--- src/hdl/cba_pkg.sv ---
// ----------------------------------------------------------------------------
// cba_pkg
// Shared types and constants of the contiguous block allocator.
// ----------------------------------------------------------------------------
`default_nettype none

package cba_pkg;

  localparam int ENTRIES_DEF   = 64;
  localparam int ID_BITS_DEF   = 15;
  localparam int CFG_MAX       = 127;  // largest entries_in_use value
  localparam int CFG_RESET     = 64;

  localparam int COUNT_W = 7;
  localparam int OWNER_W = 15;
  localparam int INDEX_W = 6;

  localparam logic REQ_ALLOC = 1'b0;
  localparam logic REQ_FREE  = 1'b1;

  typedef enum logic [1:0] {
    STATUS_OK      = 2'd0,
    STATUS_INVALID = 2'd1,
    STATUS_NOROOM  = 2'd2
  } status_e;

  typedef struct packed {
    logic                 req_type;
    logic [COUNT_W-1:0]   count_needed;
    logic [OWNER_W-1:0]   owner_id;
    logic [INDEX_W-1:0]   start_index;
  } req_t;

  typedef struct packed {
    status_e              status;
    logic [INDEX_W-1:0]   base_index;
    logic [COUNT_W-1:0]   freed_count;
  } rsp_t;

  typedef struct packed {
    logic en;
    logic valid;
  } tbl_wr_t;

endpackage

`default_nettype wire

--- src/hdl/cba_table.sv ---
// ----------------------------------------------------------------------------
// cba_table
// Entry table: valid bits in flops cleared at reset, owner ids in a RAM.
// ----------------------------------------------------------------------------
`default_nettype none

module cba_table #(
  parameter int DEPTH   = cba_pkg::ENTRIES_DEF,
  parameter int ID_BITS = cba_pkg::ID_BITS_DEF,
  parameter int AW      = (DEPTH > 1) ? $clog2(DEPTH) : 1
) (
  input  wire logic                clk_i,
  input  wire logic                rst_ni,
  input  wire logic [AW-1:0]       rd_addr_i,
  output logic                     rd_valid_o,
  output logic [ID_BITS-1:0]       rd_owner_o,
  input  wire cba_pkg::tbl_wr_t    wr_i,
  input  wire logic [AW-1:0]       wr_addr_i,
  input  wire logic [ID_BITS-1:0]  wr_owner_i
);

  logic [DEPTH-1:0]   valid_q;
  logic [ID_BITS-1:0] mem [DEPTH];

  always_ff @(posedge clk_i or negedge rst_ni) begin
    if (!rst_ni) begin
      valid_q <= '0;
    end else if (wr_i.en) begin
      valid_q[wr_addr_i] <= wr_i.valid;
    end
  end

  always_ff @(posedge clk_i) begin
    if (wr_i.en && wr_i.valid) begin
      mem[wr_addr_i] <= wr_owner_i;
    end
    rd_owner_o <= mem[rd_addr_i];
  end

  assign rd_valid_o = valid_q[rd_addr_i];

endmodule

`default_nettype wire

--- src/hdl/contiguous_block_allocator.sv ---
// ----------------------------------------------------------------------------
// contiguous_block_allocator
// Next-fit allocator of contiguous entry runs with tagged owners.
// ----------------------------------------------------------------------------
// A request is taken when start is high and busy is low; busy stays high
// until the result, which appears for one cycle with done_o and cannot be
// held off. An allocate runs a next-fit scan that looks at one valid bit a
// cycle, up to n entries on the first pass and n on the retry from entry 0
// (n = managed entries), then tags the block one entry a cycle. A free
// checks each entry in two states, a registered RAM read (FRD) and then a
// compare (FCMP), since each owner id comes out of the registered RAM read
// port. Invalid requests are answered from idle without raising busy. The
// table is ready right after reset.
// ----------------------------------------------------------------------------
`default_nettype none

module contiguous_block_allocator #(
  parameter int ENTRIES = cba_pkg::ENTRIES_DEF,
  parameter int ID_BITS = cba_pkg::ID_BITS_DEF
) (
  input  wire logic          clk_i,
  input  wire logic          rst_ni,
  input  wire logic          start,
  output logic               busy,
  input  wire cba_pkg::req_t req_i,
  output logic               done_o,
  output cba_pkg::rsp_t      rsp_o,
  input  wire logic          psel,
  input  wire logic          penable,
  input  wire logic          pwrite,
  input  wire logic [2:0]    paddr,
  input  wire logic [31:0]   pwdata,
  output logic [31:0]        prdata,
  output logic               pready
);

  localparam int DEPTH = (ENTRIES < cba_pkg::CFG_MAX) ? ENTRIES : cba_pkg::CFG_MAX;
  localparam int IW    = $clog2(DEPTH + 1);
  localparam int AW    = (DEPTH > 1) ? $clog2(DEPTH) : 1;
  localparam int CW    = cba_pkg::COUNT_W;

  localparam logic [2:0] ST_IDLE   = 3'd0;
  localparam logic [2:0] ST_SEARCH = 3'd1;
  localparam logic [2:0] ST_TAG    = 3'd2;
  localparam logic [2:0] ST_FRD    = 3'd3;
  localparam logic [2:0] ST_FCMP   = 3'd4;

  logic [2:0]         state_q, state_d;
  logic [CW-1:0]      eiu_q;
  logic [IW-1:0]      hint_q, hint_d;
  logic [IW-1:0]      first_q, first_d;
  logic [IW-1:0]      pos_q, pos_d;
  logic [IW-1:0]      cur_q, cur_d;
  logic [IW-1:0]      need_q, need_d;
  logic [ID_BITS-1:0] owner_q, owner_d;
  logic               pass_q, pass_d;
  logic [CW-1:0]      freed_q, freed_d;
  logic               done_q, done_d;
  cba_pkg::rsp_t      rsp_q, rsp_d;

  logic [IW-1:0]      n;
  logic [IW:0]        sum;
  logic               owner_oor;
  logic               cfg_wr;

  logic [AW-1:0]      rd_addr;
  logic               rd_valid;
  logic [ID_BITS-1:0] rd_owner;
  cba_pkg::tbl_wr_t   tbl_wr;

  assign cfg_wr = psel && penable && pwrite && !paddr[2];
  assign pready = 1'b1;
  assign prdata = paddr[2] ? 32'd0 : {{(32 - CW){1'b0}}, eiu_q};

  assign n = (eiu_q > CW'(DEPTH)) ? IW'(DEPTH) : IW'(eiu_q);
  assign sum = (IW + 1)'(first_q) + (IW + 1)'(need_q);
  assign owner_oor = (req_i.owner_id >> ID_BITS) != '0;

  assign busy   = state_q != ST_IDLE;
  assign done_o = done_q;
  assign rsp_o  = rsp_q;

  assign rd_addr = (state_q == ST_SEARCH) ? pos_q[AW-1:0] : cur_q[AW-1:0];

  cba_table #(
    .DEPTH   (DEPTH),
    .ID_BITS (ID_BITS),
    .AW      (AW)
  ) u_table (
    .clk_i      (clk_i),
    .rst_ni     (rst_ni),
    .rd_addr_i  (rd_addr),
    .rd_valid_o (rd_valid),
    .rd_owner_o (rd_owner),
    .wr_i       (tbl_wr),
    .wr_addr_i  (cur_q[AW-1:0]),
    .wr_owner_i (owner_q)
  );

  always_comb begin
    state_d  = state_q;
    hint_d   = hint_q;
    first_d  = first_q;
    pos_d    = pos_q;
    cur_d    = cur_q;
    need_d   = need_q;
    owner_d  = owner_q;
    pass_d   = pass_q;
    freed_d  = freed_q;
    done_d   = 1'b0;
    rsp_d    = rsp_q;
    tbl_wr   = '{en: 1'b0, valid: 1'b0};

    case (state_q)
      ST_IDLE: begin
        if (start) begin
          owner_d = req_i.owner_id[ID_BITS-1:0];
          need_d  = IW'(req_i.count_needed);
          freed_d = '0;
          pass_d  = 1'b0;
          first_d = hint_q;
          pos_d   = hint_q;
          cur_d   = IW'(req_i.start_index);
          rsp_d   = '{status: cba_pkg::STATUS_OK, base_index: '0, freed_count: '0};
          if (req_i.req_type == cba_pkg::REQ_ALLOC) begin
            if (req_i.count_needed == '0 || req_i.count_needed > CW'(n) || owner_oor) begin
              rsp_d.status = cba_pkg::STATUS_INVALID;
              done_d       = 1'b1;
            end else begin
              state_d = ST_SEARCH;
            end
          end else begin
            if ({1'b0, req_i.start_index} >= CW'(n)) begin
              rsp_d.status = cba_pkg::STATUS_INVALID;
              done_d       = 1'b1;
            end else if (owner_oor) begin
              done_d = 1'b1;
            end else begin
              state_d = ST_FRD;
            end
          end
        end
      end
      ST_SEARCH: begin
        if (sum > (IW + 1)'(n)) begin
          hint_d  = '0;
          first_d = '0;
          pos_d   = '0;
          if (!pass_q) begin
            pass_d = 1'b1;
          end else begin
            rsp_d.status = cba_pkg::STATUS_NOROOM;
            done_d       = 1'b1;
            state_d      = ST_IDLE;
          end
        end else if ((IW + 1)'(pos_q) == sum) begin
          cur_d   = first_q;
          state_d = ST_TAG;
        end else begin
          if (rd_valid) begin
            first_d = pos_q + 1'b1;
          end
          pos_d = pos_q + 1'b1;
        end
      end
      ST_TAG: begin
        tbl_wr = '{en: 1'b1, valid: 1'b1};
        cur_d  = cur_q + 1'b1;
        if (cur_d == pos_q) begin
          hint_d           = (pos_q == n) ? '0 : pos_q;
          rsp_d.base_index = cba_pkg::INDEX_W'(first_q);
          done_d           = 1'b1;
          state_d          = ST_IDLE;
        end
      end
      ST_FRD: begin
        state_d = ST_FCMP;
      end
      ST_FCMP: begin
        if (rd_valid && rd_owner == owner_q) begin
          tbl_wr  = '{en: 1'b1, valid: 1'b0};
          freed_d = freed_q + 1'b1;
          cur_d   = cur_q + 1'b1;
          if (cur_d == n) begin
            rsp_d.freed_count = freed_d;
            done_d            = 1'b1;
            state_d           = ST_IDLE;
          end else begin
            state_d = ST_FRD;
          end
        end else begin
          rsp_d.freed_count = freed_q;
          done_d            = 1'b1;
          state_d           = ST_IDLE;
        end
      end
      default: begin
        state_d = ST_IDLE;
      end
    endcase
  end

  always_ff @(posedge clk_i or negedge rst_ni) begin
    if (!rst_ni) begin
      state_q <= ST_IDLE;
      hint_q  <= '0;
      done_q  <= 1'b0;
      eiu_q   <= CW'(cba_pkg::CFG_RESET);
    end else begin
      state_q <= state_d;
      hint_q  <= hint_d;
      done_q  <= done_d;
      if (cfg_wr) begin
        eiu_q <= pwdata[CW-1:0];
      end
    end
  end

  always_ff @(posedge clk_i) begin
    first_q <= first_d;
    pos_q   <= pos_d;
    cur_q   <= cur_d;
    need_q  <= need_d;
    owner_q <= owner_d;
    pass_q  <= pass_d;
    freed_q <= freed_d;
    rsp_q   <= rsp_d;
  end

  a_accept_busy: assert property (@(posedge clk_i) disable iff (!rst_ni)
    (start && !busy) |=> (busy || done_o))
    else $error("request accepted but neither busy nor done");

  a_done_idle: assert property (@(posedge clk_i) disable iff (!rst_ni)
    done_o |-> !busy)
    else $error("result strobe while still busy");

  a_noroom_hint: assert property (@(posedge clk_i) disable iff (!rst_ni)
    (done_o && rsp_o.status == cba_pkg::STATUS_NOROOM)
      |-> (hint_q == '0 && rsp_o.base_index == '0))
    else $error("failed allocate left hint or base set");

  a_hint_range: assert property (@(posedge clk_i) disable iff (!rst_ni)
    hint_q < IW'(DEPTH))
    else $error("search hint beyond table");

endmodule

`default_nettype wire

--- config.mk ---
export PLATFORM = sky130hd
export DESIGN_NAME = contiguous_block_allocator
export DESIGN_NICKNAME = d
export VERILOG_FILES = /design/src/hdl/cba_pkg.sv /design/src/hdl/cba_table.sv /design/src/hdl/contiguous_block_allocator.sv
export SDC_FILE = /design/constraint.sdc
export NUM_CORES = 1
export LEC_CHECK = 0
export ABC_AREA = 1
export BUFFER_PORTS_ARGS = -buffer_cell sky130_fd_sc_hd__buf_4
export CORE_UTILIZATION = 30
export CTS_CLUSTER_DIAMETER = 50
export DETAILED_ROUTE_END_ITERATION = 10
export SLEW_MARGIN = 20
export SYNTH_ARGS = -nofsm -noshare
export SYNTH_HDL_FRONTEND = slang
export SYNTH_SLANG_ARGS = --single-unit
--- constraint.sdc ---
create_clock -name clk_i -period 8.35 [get_ports clk_i]
set_input_delay 2.0875 -clock clk_i [delete_from_list [all_inputs] [get_ports clk_i]]
set_output_delay 2.0875 -clock clk_i [all_outputs]
set_load 0.1 [all_outputs]
==> metrics.md, run 1 <==
| Metric | Value |
|---|---|
| Outcome | `finished with violations` |
| Failing checks | `DRC` |
| Max Root-Sink Buffers | `3` |
| Min cycle time layout | `5.77 ns` |
| Num rows | `144` |
| FF+latch count, synth | `1123` |
| Final worst-path cycle share | `69.0%` |
| Synth warn | `0` |
| Crit. Startpoint | `state_q[2]$_DFFE_PN0P_` |
| Routed WL per cell | `19.8 um` |
| Avg Vias per Cell | `5.06` |
| Hold Crit Class | `reg -> reg` |
| Overall routing resource usage | `14.7%` |
| Largest family of logic cells by synthesized area | `compound AO/OA/AOI/OAI gates` |
| Leak Pwr | `18.1 nW` |
| Distinct cell type count after synthesis | `44` |
| Antenna violations before repair | `1` |
| Arr. time, crit path | `6.08 ns` |
| Final Max Tran Viols | `0` |
| Antenna-violating nets left | `0` |
| Adder-cell share of the synthesized area | `0.794%` |
| Power Density | `395 nW/um^2` |
| Grt ovf | `0` |
| Hold-fix buffers, CTS | `0` |
| RSZ-0062 raised after global routing | `false` |
| Critical path capture point type | `flop` |
| Final std cells w/o fill | `5986` |
| Worst Path Max Fanout | `116` |
| Number of global-route vias before repair | `28.8k` |
| PortBufs | `66` |
| Core Area | `154000 um^2` |
| Share of layout cells above drive strength 1 | `7.64%` |
| Post-synthesis cell count | `3855` |
| Commonest cells after routing, fill and taps aside | `edfxtp_1, nor2_1, o21ai_0` |
| Fin Setup TNS | `0 ns` |
| Max-cap viol count | `0` |
| Setup Skew | `0.0314 ns` |
| Max VDD drop | `524 uV` |
| Final hold slack | `0.465 ns` |
| Largest net degree at the start of global routing | `229` |
| DP HPWL | `63.7 mm` |
| R2R Path Start | `state_q[2]$_DFFE_PN0P_` |
| Synth Area in XOR/XNOR | `0.845%` |
| Critical Path RT | `8.66 ns` |
| RD Place Congestion | `0.870` |
| Worst-Margin Slew | `1.13 ns` |
| First-pass GRT wire length | `179 mm` |
| Hold path start | `u_table.valid_q[49]$_DFFE_PN0P_` |
| Slew headroom | `24.8%` |
| Post-CTS Resized | `0` |
| Clock slew at reported path FFs | `0.06 ns` |
| Peak Freq | `173 MHz` |
| Post-Route WL | `119 mm` |
| Worst-skew pair later-pin latency | `0.71 ns` |
| Worst reg2reg setup slack | `2.58 ns` |
| Register area share after synthesis | `71.1%` |
| Nets | `3939` |
| Reg2Reg Depth | `17` |
| Synth Area in Compound Gates | `12.0%` |
| Initial core utilization | `30.3%` |
| Mux cell area share after synthesis | `0%` |
| CTS root buf | `clkbuf_16` |
| Simple-gate share of the synthesized area | `11.1%` |
| Cell Area, Synth | `46700 um^2` |
| Hold Vio Cnt, Final | `0` |
| R2r endpoint | `cur_q[4]$_DFFE_PP_` |
| CTS Buf Count | `118` |
| N_diodes | `0` |
| Core Util, Final | `34.3%` |
| Layout filler cell count | `15.2k` |
| TritonCTS clock tree | `done` |
| Commonest non-fill, non-tap cell in the layout | `edfxtp_1` |
| # IOs | `120` |
| # setup viols final | `0` |
| # DRC | `19` |
| Die area | `157000 um^2` |
| Die width | `396 um` |
| Worst setup path class | `reg -> reg` |
| Syn Area/Cell | `12.1 um^2` |
| Area grow syn2layout | `13.2%` |
| Worst hold path depth | `2` |
| DR vias | `30.3k` |
| CTS sink cnt | `1123` |
| WHS Endpoint | `u_table.valid_q[49]$_DFFE_PN0P_` |
| Pre-antenna DRT Iters | `8` |
| Die height | `396 um` |
| Setup repair bufs after CTS | `0` |
| Placed insts | `5764` |
| Depth of the CTS H-tree | `3` |
| First DRT Iteration DRCs | `2953` |
| Critical Path Source Type | `flop` |
kinds of logic after synthesis:
group	Yosys count
AOI/OAI and AO/OA	925
xor gates and xnor gates	45
adders and majority gates	29
buffers and inverters	465
DFF	1123
other	2
and+or+nand+nor	1266
state kept, by name (all words and copies together), names as in the netlist, 15 cells and up:
name / cells
u_table.valid_q: 64
owner_q: 15
u_table.mem: 960
u_table.rd_owner_o: 15
rsp_o: 15
critical path, stage by stage (launching register included):
cell and delay, ns:
dfrtp_1 0.46, nor2_4 0.08, nand2_4 0.32, nand2_2 0.59
nand2_8 0.80, buf_4 0.80, nand2_1 0.13, nand2_1 0.11
nand2_1 0.05, nand3_1 0.11, nand3_1 0.08, nand3_1 0.12
nand3_1 0.13, nand2_2 0.21, nand2_2 0.16, nand2_1 0.23
nand2_1 0.09, nor3_1 0.76
worst max-delay path by stage:
stage | end | slack, ns | cells past startpoint
floorplan | prdata[0] | 2.74 | 2
global placement | cur_q[2]$_DFFE_PP_ | 2.76 | 17
detailed placement | cur_q[4]$_DFFE_PP_ | 2.65 | 17
CTS | cur_q[4]$_DFFE_PP_ | 2.62 | 17
global route | cur_q[4]$_DFFE_PP_ | 2.25 | 17
finish | cur_q[4]$_DFFE_PP_ | 2.58 | 17
power by group:
group	switching [mW]	internal, mW	leakage [nW]
clock network	2.21	2.93	1.86
registers	0.238	6.84	10.4
logic	6.43	2.24	5.79
cell usage after synthesis (all sizes together):
cell | number | area share, %
nor3 | 17 | 0.18
dfxtp | 15 | 0.64
o211ai | 123 | 2.0
a22o | 2 | 0.038
inv | 194 | 1.6
clkinv | 4 | 0.032
edfxtp | 1026 | 66
nand2 | 412 | 3.4
dfstp | 1 | 0.056
nand3 | 187 | 2.0
a21boi | 2 | 0.032
xor2 | 27 | 0.51
or2 | 1 | 0.013
a22oi | 3 | 0.048
a2111oi | 1 | 0.019
ha | 28 | 0.75
o22ai | 124 | 1.7
nand3b | 21 | 0.34
o2111ai | 2 | 0.038
o221ai | 123 | 2.3
fa | 1 | 0.043
nor2 | 612 | 5.0
a21oi | 26 | 0.28
and2 | 1 | 0.013
nand4 | 13 | 0.17
xnor2 | 18 | 0.34
clkbuf | 171 | 1.4
a211oi | 2 | 0.032
buf | 96 | 1.2
o21ai | 517 | 5.6
dfrtp | 81 | 4.3
conb | 2 | 0.016
nor4 | 2 | 0.027
per-layer routing:
metal / track usage, % / wire, um
met3: 2.17 / 8290
met5: 0 / 0
met1: 20.4 / 51700
met2: 23.3 / 55300
met4: 5.09 / 3330
per-stage QoR:
stage / cell area [um^2] / setup WS [ns] / power, mW
floorplan: 46700 / 2.74 / 12.9
global placement: 49000 / 2.76 / 15.7
detailed placement: 49000 / 2.65 / 15.8
CTS: 52800 / 2.62 / 20.9
global route: 52800 / 2.25 / 22.0
finish: 52800 / 2.58 / 20.9
final cells by class:
cell class	instances	area (um^2)	share of cell area, %
sequential	1123	33200	62.8
timing repair buffer	108	848	1.61
tap	2044	2560	4.84
clock buffer	142	3040	5.76
clock inverter	80	757	1.43
multi-input combinational	2291	11700	22.2
inverter	198	753	1.43
Power figures use the tool's default switching activity.
==> run 2, diff against run 1 <==
ABC_AREA = 0   (was 1)
clock period = 5 ns   (was 8.35 ns; I/O delays follow)
==> run 2 against run 1 <==
The flow now finishes without violations. Global-route usage up 1.6 points. Critical path depth is 7 lower. Clock skew fell by 0.00059 ns. Via count increased by 4.5%. Core utilization up 0.93 points. Fmax increased by 32%. Final cell count rose by 1.0%. Clock-buffer cell count increased by 22. Die area increased by 1.5%. Design area rose by 4.2%. Critical path type unchanged.
==> metrics.md, run 2 <==
| Metric | Value |
|---|---|
| Yosys top cell area share | `65.1% (-0.97 points)` |
| Most used DFF post-synth | `edfxtp_1` |
| Crit path max-delay family | `simple AND/OR/NAND/NOR gates` |
| Max VDD drop | `549 uV (+4.6%)` |
| Synth top cells by count | `edfxtp_1, nand2_1, nand3_1` |
| Num rows | `145 (+0.69%)` |
| Slowest CP cell | `or3b_2` |
| Depth of the CTS H-tree | `4 (+1)` |
| Seq pwr share | `32.3% (-1.6 points)` |
| Setup repair bufs after CTS | `0 (unchanged)` |
| Final hold slack | `0.491 ns (+0.0252 ns)` |
| Antenna-violating nets left | `0 (unchanged)` |
| Commonest cells after routing, fill and taps aside | `edfxtp_1, nand2_1, nand3_1` |
| CTS sink cnt | `1123 (unchanged)` |
| Share of layout cells above drive strength 1 | `11.6% (+4.0 points)` |
| TritonCTS clock tree | `done` |
| Critical path cell sequence | `or3b_2, inv_4, mux2_4, nor2_1, a211oi_1, o31ai_1, o311a_1, nor4_1, o21ai_0, buf_4` |
| Power Density | `675 nW/um^2 (+71%)` |
| Leak Pwr | `19.3 nW (+6.6%)` |
| # DRC | `0 (-19)` |
| EDFF count, synth | `1026 (unchanged)` |
| Max-cap viol count | `0 (unchanged)` |
| Register area share after synthesis | `70.0% (-1.0 points)` |
| Commonest non-fill, non-tap cell in the layout | `edfxtp_1` |
| Bufs and invs on worst path | `2 (+1)` |
| Hold-fix buffers, CTS | `0 (unchanged)` |
| Antenna violations before repair | `1 (unchanged)` |
| CTS root buf | `clkbuf_16` |
| Distinct cell type count after synthesis | `80 (+82%)` |
| PortBufs | `66 (unchanged)` |
| Cell taking the most area after synthesis | `edfxtp_1` |
| Max Root-Sink Buffers | `3 (unchanged)` |
| Die area | `159000 um^2 (+1.5%)` |
| Area contributors post-synth | `edfxtp_1, nand2_1, nand3_1, dfrtp_1, a311oi_1` |
| Final worst-path cycle share | `87.4% (+18 points)` |
| Synth warn | `0 (unchanged)` |
| Delay of the slowest critical-path stage | `0.65 ns (-0.15 ns)` |
| Clock slew at reported path FFs | `0.06 ns (about the same)` |
| Post-Route WL | `131 mm (+11%)` |
| Nets | `3985 (+1.2%)` |
| Post-CTS Resized | `0 (unchanged)` |
| First DRT Iteration DRCs | `3310 (+12%)` |
| Core Area | `156000 um^2 (+1.4%)` |
| Outcome | `finished, final reports clean` |
| Number of global-route vias before repair | `30.5k (+5.8%)` |
| # setup viols final | `0 (unchanged)` |
| CTS Buf Count | `132 (+12%)` |
| Largest net degree at the start of global routing | `113 (-51%)` |
| Cell Area, Synth | `47400 um^2 (+1.5%)` |
| Initial core utilization | `30.3% (about the same)` |
| Critical Path Source Type | `flop` |
| N_diodes | `0 (unchanged)` |
| # IOs | `120 (unchanged)` |
| Count leader, synth | `edfxtp_1` |
| Top reg by flops | `u_table.mem` |
| Hold Crit Class | `reg -> reg` |
| Die width | `399 um (+0.74%)` |
| Overall routing resource usage | `16.3% (+1.6 points)` |
| Net Sw Frac | `41.3% (-1.2 points)` |
| RSZ-0062 raised after global routing | `false` |
| Fin Setup TNS | `0 ns (unchanged)` |
| Critical path capture point type | `flop` |
| Syn Area/Cell | `12.5 um^2 (+3.6%)` |
| Routed WL per cell | `21.7 um (+9.5%)` |
| Area grow syn2layout | `16.2%` |
| Worst Path Max Fanout | `34 (-71%)` |
| Design Area, Final | `55000 um^2 (+4.2%)` |
| DR vias | `31.7k (+4.5%)` |
| Clock network power share | `25.5% (+0.9 points)` |
| Arr. time, crit path | `4.80 ns (-1.28 ns)` |
| Post-synthesis cell count | `3776 (-2.0%)` |
| RD Place Congestion | `0.876 (+0.68%)` |
| Worst-skew pair later-pin latency | `0.74 ns (+0.03 ns)` |
| Hold Vio Cnt, Final | `0 (unchanged)` |
| First-pass GRT wire length | `197 mm (+10%)` |
| DP HPWL | `74.8 mm (+18%)` |
| Worst setup path class | `reg -> reg` |
| Worst-Margin Slew | `1.05 ns (-0.0778 ns)` |
| FF+latch count, synth | `1123 (unchanged)` |
| Die height | `399 um (+0.74%)` |
| Grt ovf | `0 (unchanged)` |
| Slew headroom | `29.8% (+5.0 points)` |
| Avg Vias per Cell | `5.24 (+3.5%)` |
| Final Max Tran Viols | `0 (unchanged)` |
| Critical Path RT | `5.43 ns (-3.23 ns)` |
| Switch Pwr | `15.3 mW (+73%)` |
| Pre-antenna DRT Iters | `6 (-2)` |
| Largest register FFs | `960 (unchanged)` |
| Top flop regs | `u_table.mem: 960 flops, u_table.valid_q: 64 flops` |
| Setup Skew | `0.0308 ns (-0.000592 ns)` |
| Ys async rst share | `7.30% (unchanged)` |
| Layout filler cell count | `15.0k (-0.99%)` |
| Peak Freq | `229 MHz (+32%)` |
| Min cycle time layout | `4.37 ns (-1.40 ns)` |
| Internal Power | `21.8 mW (+82%)` |
| Post-DP Area | `50800 um^2 (+3.5%)` |
| Gate power share | `42.3% (+0.8 points)` |
[run 2: worst paths after layout]
check,startpoint,to,slack [ns],cells past startpoint
setup / recovery,state_q[1]$_DFFE_PN0P_,rsp_o[5]$_SDFFCE_PP0P_,0.63,10
max in group asynchronous,rst_ni,u_table.valid_q[9]$_DFFE_PN0P_,3.45,2
hold / removal,u_table.valid_q[52]$_DFFE_PN0P_,u_table.valid_q[52]$_DFFE_PN0P_,0.49,1
min in group asynchronous,rst_ni,eiu_q[0]$_DFFE_PN0P_,0.60,1
hold reg to reg,u_table.valid_q[52]$_DFFE_PN0P_,u_table.valid_q[52]$_DFFE_PN0P_,0.49,1
setup reg to reg,state_q[1]$_DFFE_PN0P_,rsp_o[5]$_SDFFCE_PP0P_,0.63,10
[run 2: power groups by stage]
stage | Combinational (mW) | Sequential, mW | Clock, mW
after floorplan | 9.40 | 12.4 | 0
after global placement | 15.5 | 12.1 | 0
after detailed placement | 15.6 | 12.1 | 0
after CTS | 15.7 | 12.0 | 9.60
after global routing | 17.0 | 12.0 | 9.96
final | 15.7 | 12.0 | 9.46
[run 2: per-stage QoR]
step | setup slack, ns | power [mW] | cells | utilization, %
2_1_floorplan | 1.16 | 21.8 | 3800 | -
3_3_place_gp | 0.775 | 27.6 | 5810 | 32.5
3_5_place_dp | 0.746 | 27.8 | 5810 | 32.5
4_1_cts | 0.725 | 37.3 | 6046 | 35.2
5_1_grt | 0.527 | 39.0 | 6046 | 35.2
6_report | 0.631 | 37.2 | 6046 | 35.2
[run 2: layout make-up]
type	instances	area [um^2]	share of cell area, %
clock buffers	164	3480	6.32
clock inverters	72	796	1.45
inverters	45	171	0.312
multi-input cells	2338	12800	23.3
flip-flops and latches	1123	33200	60.3
well taps	2058	2570	4.68
repair buffers	246	2010	3.65
[run 2: layer usage]
metal  wire, um  part of all wire [%]  track usage, %  up-vias
met4       4420                   3.4            6.23        0
met3       8610                   6.6            2.46      207
li1           -                     -               -    14200
met1      57900                    44            22.7    16000
met5          0                     0               0        -
met2      60300                    46            25.4     1225
[run 2: logic make-up (layout without fill, tap and decap cells)]
logic type	Yosys count	in the layout	share of synthesized area [%]
flip-flops	1123	1123	70.0
multiplexers	37	37	0.869
AO/OA/AOI/OAI	450	450	7.90
buffers and inverters	339	527	3.23
other	2	26	0.0159
adder cells (fa/ha/maj)	30	30	0.803
AND/OR/NAND/NOR	1735	1735	16.0
XOR/XNOR	60	60	1.11
